File: src/rate_monotonic_ready_queue_core_assert.svh
// assertion macros for the ready queue core
`ifndef RATE_MONOTONIC_READY_QUEUE_CORE_ASSERT_SVH
`define RATE_MONOTONIC_READY_QUEUE_CORE_ASSERT_SVH

`ifndef SYNTHESIS

// property must hold at every clock edge outside reset
`define RMRQ_ASSERT(label, clk, rst, prop, msg) \
   label: assert property (@(posedge clk) disable iff (rst) (prop)) else $error(msg);

// condition must never be seen outside reset
`define RMRQ_ASSERT_NEVER(label, clk, rst, cond, msg) \
   label: assert property (@(posedge clk) disable iff (rst) !(cond)) else $error(msg);

`else

`define RMRQ_ASSERT(label, clk, rst, prop, msg)
`define RMRQ_ASSERT_NEVER(label, clk, rst, cond, msg)

`endif

`endif

File: src/rmrq_pkg.sv
package rmrq_pkg;

   localparam int QUEUE_DEPTH = 16;
   localparam int CNT_W = $clog2(QUEUE_DEPTH + 1);

   localparam logic [2:0] ST_QUEUED   = 3'd0;
   localparam logic [2:0] ST_PREEMPT  = 3'd1;
   localparam logic [2:0] ST_FULL     = 3'd2;
   localparam logic [2:0] ST_REJECTED = 3'd3;
   localparam logic [2:0] ST_IDLE     = 3'd4;
   localparam logic [2:0] ST_RAN      = 3'd5;

   localparam logic CMD_RELEASE = 1'b0;
   localparam logic CMD_TICK    = 1'b1;

   typedef struct packed {
      logic [15:0] period;
      logic [15:0] cost;
      logic [15:0] remaining;
      logic [7:0]  task_id;
      logic [31:0] release_time;
      logic [15:0] tag;
   } slot_type;

   typedef struct packed {
      logic insert;
      logic drop;
      logic dec;
   } cell_ctl_type;

endpackage

File: src/rmrq_cell.sv
module rmrq_cell (
   input  logic                 clock,
   input  rmrq_pkg::cell_ctl_type ctl,
   input  rmrq_pkg::slot_type   new_slot,
   input  rmrq_pkg::slot_type   prev_slot,
   input  rmrq_pkg::slot_type   next_slot,
   input  logic                 prev_occ,
   input  logic                 prev_gt,
   input  logic                 occ,
   output rmrq_pkg::slot_type   slot,
   output logic                 gt
);
   import rmrq_pkg::*;

   slot_type slot_ff;
   slot_type slot_in;
   logic     take_new;
   logic     take_prev;

   // this slot holds a job of longer period than the one being released
   assign gt = occ && (slot_ff.period > new_slot.period);

   assign take_new  = ctl.insert && (!occ || gt) && prev_occ && !prev_gt;
   assign take_prev = ctl.insert && prev_occ && prev_gt;

   always_comb begin
      slot_in = slot_ff;
      if (ctl.drop) begin
         slot_in = next_slot;
      end else if (take_prev) begin
         slot_in = prev_slot;
      end else if (take_new) begin
         slot_in = new_slot;
      end else if (ctl.dec && (slot_ff.remaining != 16'd0)) begin
         slot_in.remaining = slot_ff.remaining - 16'd1;
      end
   end

   always_ff @(posedge clock) begin
      slot_ff <= slot_in;
   end

   assign slot = slot_ff;

endmodule

File: src/rate_monotonic_ready_queue_core.sv
// latency: a result beat is registered and becomes valid in the cycle after its request beat is accepted
// throughput: one item per cycle while rsp_ready stays high; the sorted insert is a
//   single parallel period compare across the row of slot cells
// reset: synchronous, clears count, time, job tags and the result valid flag;
//   slot contents and the result payload are left as they are and only slots below the count are read
`include "rate_monotonic_ready_queue_core_assert.svh"

module rate_monotonic_ready_queue_core (
   input  logic        clock,
   input  logic        reset,
   input  logic        req_valid,
   output logic        req_ready,
   input  logic        req_command,
   input  logic [7:0]  req_task_number,
   input  logic [15:0] req_job_period,
   input  logic [15:0] req_job_cost,
   output logic        rsp_valid,
   input  logic        rsp_ready,
   output logic [2:0]  rsp_status,
   output logic [7:0]  rsp_running_task,
   output logic [7:0]  rsp_preempted_task,
   output logic        rsp_job_started,
   output logic        rsp_job_completed,
   output logic        rsp_deadline_missed,
   output logic [31:0] rsp_current_time
);
   import rmrq_pkg::*;

   // control state
   logic [CNT_W-1:0] count_ff, count_in;
   logic [31:0]      time_ff, time_in;
   logic [15:0]      last_tag_ff, last_tag_in;
   logic             last_valid_ff, last_valid_in;
   logic [15:0]      next_tag_ff, next_tag_in;
   logic             rsp_valid_ff, rsp_valid_in;

   // result register
   logic [2:0]  status_ff, status_in;
   logic [7:0]  running_ff, running_in;
   logic [7:0]  preempted_ff, preempted_in;
   logic        started_ff, started_in;
   logic        completed_ff, completed_in;
   logic        missed_ff, missed_in;

   // row of cells
   slot_type     slots [QUEUE_DEPTH];
   logic         gts   [QUEUE_DEPTH];
   logic         occs  [QUEUE_DEPTH];
   cell_ctl_type ctls  [QUEUE_DEPTH];
   slot_type     new_slot;
   slot_type     head;

   logic        accept;
   logic        do_insert;
   logic        do_drop;
   logic        do_dec;
   logic [15:0] head_rem_next;
   logic [32:0] deadline;

   // the result register frees up whenever its beat is taken
   assign req_ready = !rsp_valid_ff || rsp_ready;
   assign accept    = req_valid && req_ready;

   assign head = slots[0];

   // job stamped with the current time and the next tag
   always_comb begin
      new_slot.period       = req_job_period;
      new_slot.cost         = req_job_cost;
      new_slot.remaining    = req_job_cost;
      new_slot.task_id      = req_task_number;
      new_slot.release_time = time_ff;
      new_slot.tag          = next_tag_ff;
   end

   assign head_rem_next = (head.remaining != 16'd0) ? (head.remaining - 16'd1) : 16'd0;

   always_comb begin
      count_in      = count_ff;
      time_in       = time_ff;
      last_tag_in   = last_tag_ff;
      last_valid_in = last_valid_ff;
      next_tag_in   = next_tag_ff;
      rsp_valid_in  = rsp_valid_ff && !rsp_ready;
      status_in     = status_ff;
      running_in    = running_ff;
      preempted_in  = preempted_ff;
      started_in    = started_ff;
      completed_in  = completed_ff;
      missed_in     = missed_ff;
      do_insert     = 1'b0;
      do_drop       = 1'b0;
      do_dec        = 1'b0;
      deadline      = {1'b0, head.release_time} + {17'd0, head.period};

      if (accept) begin
         rsp_valid_in = 1'b1;
         preempted_in = 8'd0;
         started_in   = 1'b0;
         completed_in = 1'b0;
         missed_in    = 1'b0;
         if (req_command == CMD_RELEASE) begin
            running_in = req_task_number;
            if (req_job_cost == 16'd0) begin
               status_in = ST_REJECTED;
            end else if (count_ff == CNT_W'(QUEUE_DEPTH)) begin
               status_in = ST_FULL;
            end else begin
               do_insert   = 1'b1;
               count_in    = count_ff + 1'b1;
               next_tag_in = next_tag_ff + 16'd1;
               status_in   = ST_QUEUED;
               // new job lands in front of a head that has already run
               if (gts[0] && (head.remaining != head.cost)) begin
                  status_in    = ST_PREEMPT;
                  preempted_in = head.task_id;
               end
            end
         end else begin
            if (time_ff != 32'hFFFF_FFFF) begin
               time_in = time_ff + 32'd1;
            end
            if (count_ff == '0) begin
               status_in  = ST_IDLE;
               running_in = 8'd0;
            end else begin
               status_in     = ST_RAN;
               running_in    = head.task_id;
               started_in    = (head.remaining == head.cost) ||
                               (last_valid_ff && (head.tag != last_tag_ff));
               last_tag_in   = head.tag;
               last_valid_in = 1'b1;
               if (head_rem_next == 16'd0) begin
                  // job done: deadline check against the advanced time, no wrap
                  do_drop  = 1'b1;
                  count_in = count_ff - 1'b1;
                  if (deadline >= {1'b0, time_in}) begin
                     completed_in = 1'b1;
                  end else begin
                     missed_in = 1'b1;
                  end
               end else begin
                  do_dec = 1'b1;
               end
            end
         end
      end
   end

   genvar gi;
   generate
      for (gi = 0; gi < QUEUE_DEPTH; gi++) begin : g_cell
         assign occs[gi] = (count_ff > CNT_W'(gi));

         always_comb begin
            ctls[gi].insert = do_insert;
            ctls[gi].drop   = do_drop;
            ctls[gi].dec    = (gi == 0) ? do_dec : 1'b0;
         end

         if (gi == 0) begin : g_head
            // head compares as if behind an occupied, shorter-period slot
            rmrq_cell u_cell (
               .clock     (clock),
               .ctl       (ctls[gi]),
               .new_slot  (new_slot),
               .prev_slot (new_slot),
               .next_slot (slots[gi+1]),
               .prev_occ  (1'b1),
               .prev_gt   (1'b0),
               .occ       (occs[gi]),
               .slot      (slots[gi]),
               .gt        (gts[gi])
            );
         end else if (gi == QUEUE_DEPTH - 1) begin : g_tail
            // tail takes nothing from behind; its slot is empty after a drop
            rmrq_cell u_cell (
               .clock     (clock),
               .ctl       (ctls[gi]),
               .new_slot  (new_slot),
               .prev_slot (slots[gi-1]),
               .next_slot (slots[gi]),
               .prev_occ  (occs[gi-1]),
               .prev_gt   (gts[gi-1]),
               .occ       (occs[gi]),
               .slot      (slots[gi]),
               .gt        (gts[gi])
            );
         end else begin : g_mid
            rmrq_cell u_cell (
               .clock     (clock),
               .ctl       (ctls[gi]),
               .new_slot  (new_slot),
               .prev_slot (slots[gi-1]),
               .next_slot (slots[gi+1]),
               .prev_occ  (occs[gi-1]),
               .prev_gt   (gts[gi-1]),
               .occ       (occs[gi]),
               .slot      (slots[gi]),
               .gt        (gts[gi])
            );
         end
      end
   endgenerate

   always_ff @(posedge clock) begin
      if (reset) begin
         count_ff      <= '0;
         time_ff       <= '0;
         last_tag_ff   <= '0;
         last_valid_ff <= 1'b0;
         next_tag_ff   <= '0;
         rsp_valid_ff  <= 1'b0;
      end else begin
         count_ff      <= count_in;
         time_ff       <= time_in;
         last_tag_ff   <= last_tag_in;
         last_valid_ff <= last_valid_in;
         next_tag_ff   <= next_tag_in;
         rsp_valid_ff  <= rsp_valid_in;
      end
   end

   // result payload, held while the beat is stalled
   always_ff @(posedge clock) begin
      status_ff    <= status_in;
      running_ff   <= running_in;
      preempted_ff <= preempted_in;
      started_ff   <= started_in;
      completed_ff <= completed_in;
      missed_ff    <= missed_in;
   end

   assign rsp_valid           = rsp_valid_ff;
   assign rsp_status          = status_ff;
   assign rsp_running_task    = running_ff;
   assign rsp_preempted_task  = preempted_ff;
   assign rsp_job_started     = started_ff;
   assign rsp_job_completed   = completed_ff;
   assign rsp_deadline_missed = missed_ff;
   assign rsp_current_time    = time_ff;

   // queue never holds more jobs than it has cells
   `RMRQ_ASSERT_NEVER(a_count_bound, clock, reset, count_ff > CNT_W'(QUEUE_DEPTH), "queue count beyond depth")
   // jobs leave the queue only on an accepted tick
   `RMRQ_ASSERT(a_drop_on_tick, clock, reset, (!$past(reset) && (count_ff < $past(count_ff))) |-> $past(accept && (req_command == CMD_TICK)), "job removed without a tick")
   // time counter never steps back outside reset
   `RMRQ_ASSERT(a_time_mono, clock, reset, !$past(reset) |-> (time_ff >= $past(time_ff)), "time counter went backwards")
   // a new result beat appears only after an accepted request
   `RMRQ_ASSERT(a_rsp_cause, clock, reset, $rose(rsp_valid_ff) |-> $past(accept), "result beat without request")

endmodule
File: config.mk
export PLATFORM = sky130hd
export DESIGN_NAME = rate_monotonic_ready_queue_core
export DESIGN_NICKNAME = d
export VERILOG_FILES = /design/src/rmrq_pkg.sv /design/src/rmrq_cell.sv /design/src/rate_monotonic_ready_queue_core.sv
export VERILOG_INCLUDE_DIRS = /design/src /design/src/src
export SDC_FILE = /design/constraint.sdc
export NUM_CORES = 2
export LEC_CHECK = 0
export ABC_CLOCK_PERIOD_IN_PS = 6700
export BUFFER_PORTS_ARGS = -buffer_cell sky130_fd_sc_hd__buf_2
export CAP_MARGIN = 20
export CORE_MARGIN = 2
export CORE_UTILIZATION = 55
export CTS_CLUSTER_SIZE = 30
export DETAILED_ROUTE_END_ITERATION = 10
export GPL_TIMING_DRIVEN = 0
export HOLD_SLACK_MARGIN = 0.06
export PLACE_DENSITY_LB_ADDON = 0.2
export SYNTH_ARGS = -nofsm -noshare
export SYNTH_HDL_FRONTEND = slang
export SYNTH_HIERARCHICAL = 1
export SYNTH_SLANG_ARGS = --single-unit
export TNS_END_PERCENT = 50
File: constraint.sdc
create_clock -name clock -period 6.7 [get_ports clock]
set_input_delay 0.67 -clock clock [delete_from_list [all_inputs] [get_ports clock]]
set_output_delay 0.67 -clock clock [all_outputs]
set_load 0.03 [all_outputs]
==> flow_summary.ini <==
[clock_network]
cts_tree = done
clkTransAtPathRegs_ps = 60
cts_sinks = 1757
cts_setup_buffers = 0
holdBufCountCts = 1
htree_levels = 4
cts_buffers = 194
cts-root-buf = clkbuf_16
cts_resized = 0
clk_latency_ps = 870
clk_path_buf_depth = 3

[drt]
drc = 0
num_vias = 91410
viasPerCell = 6.499
ant_nets = 0
drtPass1Iterations = 6
drtIter0Drc = 9956
drt_wl_total_mm = 357.3
post_drt_wl_per_cell_um = 25.40

[place]
hpwl_mm = 273.3
port_buffers = 100
dp.cells = 13690
gp_congestion = 0.9771

[sta]
setup_viol = 0
clock_skew_ps = 27.05
drv_slew = 0
setup_tns_ps = 0
fmax_mhz = 158.0
hold_viol_final = 0
period_minus_slack_ps = 6330
rsz0062_at_grt = no
holdWs_ps = 166.4
slew_headroom_pct = 14.06
worstMarginPinSlew_ps = 1276
fin_crit_sh_pct = 94.48

[global_route]
grt_max_degree = 74
antenna_found_initial = 9
grt_pass1_wl_mm = 531.7
grt_overflow_total = 0
track_usage_pct = 34.93
first_global_vias = 91120

[setup_path]
path_max_fanout = 51
slowest_stage = nor4b_4
critical_path_class = reg2reg
crit_path_frequent_cell = clkbuf_1
critical-path-max-stage-delay_ps = 830
crit_chain = inv_1 > ha_1 > nor4b_4 > inv_2 > nand4_4 > nor2b_2 > and2_4 > buf_16 > clkbuf_1 > nor2_1 > clkbuf_1 > nand3_1
critPathArrivalTime_ps = 6680
cp.required_ps = 7050
start_kind = register
worstSetupEndpointType = register

[run]
cap_violations = 0

[layout]
area_delta_synth_final_pct = 10.94
nNetsFinal = 11740
layout-drive-gt1-share_pct = 5.473
fin_cells = 14070

[pwr]
power_density_nw_per_um2 = 225.7
leakage_nw = 47.35
power_mw = 26.66
ir_drop_mv = 0.2351

[floorplan]
die-area_um2 = 197200
die_x_um = 444.0
io_pins = 101
placementRows = 161
die_h_um = 444.0
coreArea_um2 = 192400
initial_core_util_pct = 55.36

[synthesis]
yosysWarningCount = 6
syn_inst = 10990
avgSynthCellArea_um2 = 9.693
netlist_area_um2 = 106500

[run_status]
status = finished clean

[worst_hold_path]
min_path_type = in2reg
[where the power goes]
part	total [mW]	switching, mW	internal, mW
Combinational	2.42	1.46	0.968
Clock	11.0	4.70	6.28
Sequential	13.3	0.658	12.6
Total	26.7	6.81	19.8
[worst max-delay path, delay by kind of cell, from the launching register on]
family / cells / cell delay [ps]
simple gates: 6 / 3180
buf+inv: 5 / 1870
flops: 1 / 390
fa+ha+maj: 1 / 200
[path summary, 6_finish.rpt]
kind | startpoint | end | slack (ps) | cells past startpoint
worst min-delay path | req_valid | rsp_valid | 170 | 3
worst max register to register | count_ff[1] | g_cell[8].g_mid.u_cell/slot[65] | 370 | 12
worst max-delay path | count_ff[1] | g_cell[8].g_mid.u_cell/slot[65] | 370 | 12
worst min register to register | last_tag_ff[2] | last_tag_ff[2] | 470 | 2
[per-layer routing]
metal  routed length, um  vias up  part of all wire, %  GRT usage [%]
met4               16300        0                  4.6          15.53
met2              172600     4560                   48          58.64
met3               28020     1094                  7.8          5.485
met5                   0        -                    0              0
met1              140400    45030                   39          44.64
li1                    -    40730                    -              -
[layout by cell type, fill, tap and decap left out, drive strengths merged, types with 25 or more instances in the layout]
cell type / instances
nand2: 2173
edfxtp: 1686
o21ai: 1622
mux2i: 1174
clkbuf: 744
nor2: 604
a21oi: 553
buf: 398
inv: 330
ha: 329
o211ai: 213
xnor2: 195
xor2: 136
nor3: 117
nand4: 115
a211oi: 109
nor4: 102
clkinv: 87
a311o: 80
nand3: 78
dfxtp: 71
or3: 70
nand2b: 52
nand3b: 42
or4: 41
and3: 40
nor2b: 34
a31o: 27
a21o: 25
[metrics by stage]
step | util [%] | setup slack (ps) | cell area (um^2)
detailed placement | 58.04 | 633.7 | 111700
finish | 61.41 | 370.0 | 118100
global placement | 57.30 | -3256 | 110200
floorplan | - | 1118 | 106600
global route | 61.40 | 247.9 | 118100
CTS | 61.35 | 610.1 | 118000
[flip-flops by register name, indices dropped and copies added (netlist names)]
name / flops
g_cell.g_mid.u_cell/slot: 1456
g_cell.g_head.u_cell/slot: 104
g_cell.g_tail.u_cell/slot: 104
rsp_current_time: 32
last_tag_ff: 16
next_tag_ff: 16
rsp_preempted_task: 8
rsp_running_task: 8
count_ff: 5
rsp_status: 3
last_valid_ff: 1
rsp_deadline_missed: 1
rsp_job_completed: 1
rsp_job_started: 1
rsp_valid: 1
[final cells by class]
| cell class | instances | area (um^2) |
|---|---|---|
| fillers | 16110 | 74240 |
| flip-flops and latches | 1757 | 52050 |
| multi-input cells | 8188 | 50480 |
| clock buffers | 246 | 5236 |
| well taps | 2526 | 3161 |
| plain buffers | 737 | 2948 |
| repair buffers | 160 | 1911 |
| inverters | 324 | 1216 |
| clock inverters | 118 | 1121 |
| diodes | 9 | 22.52 |
Power figures use the tool's default switching activity.
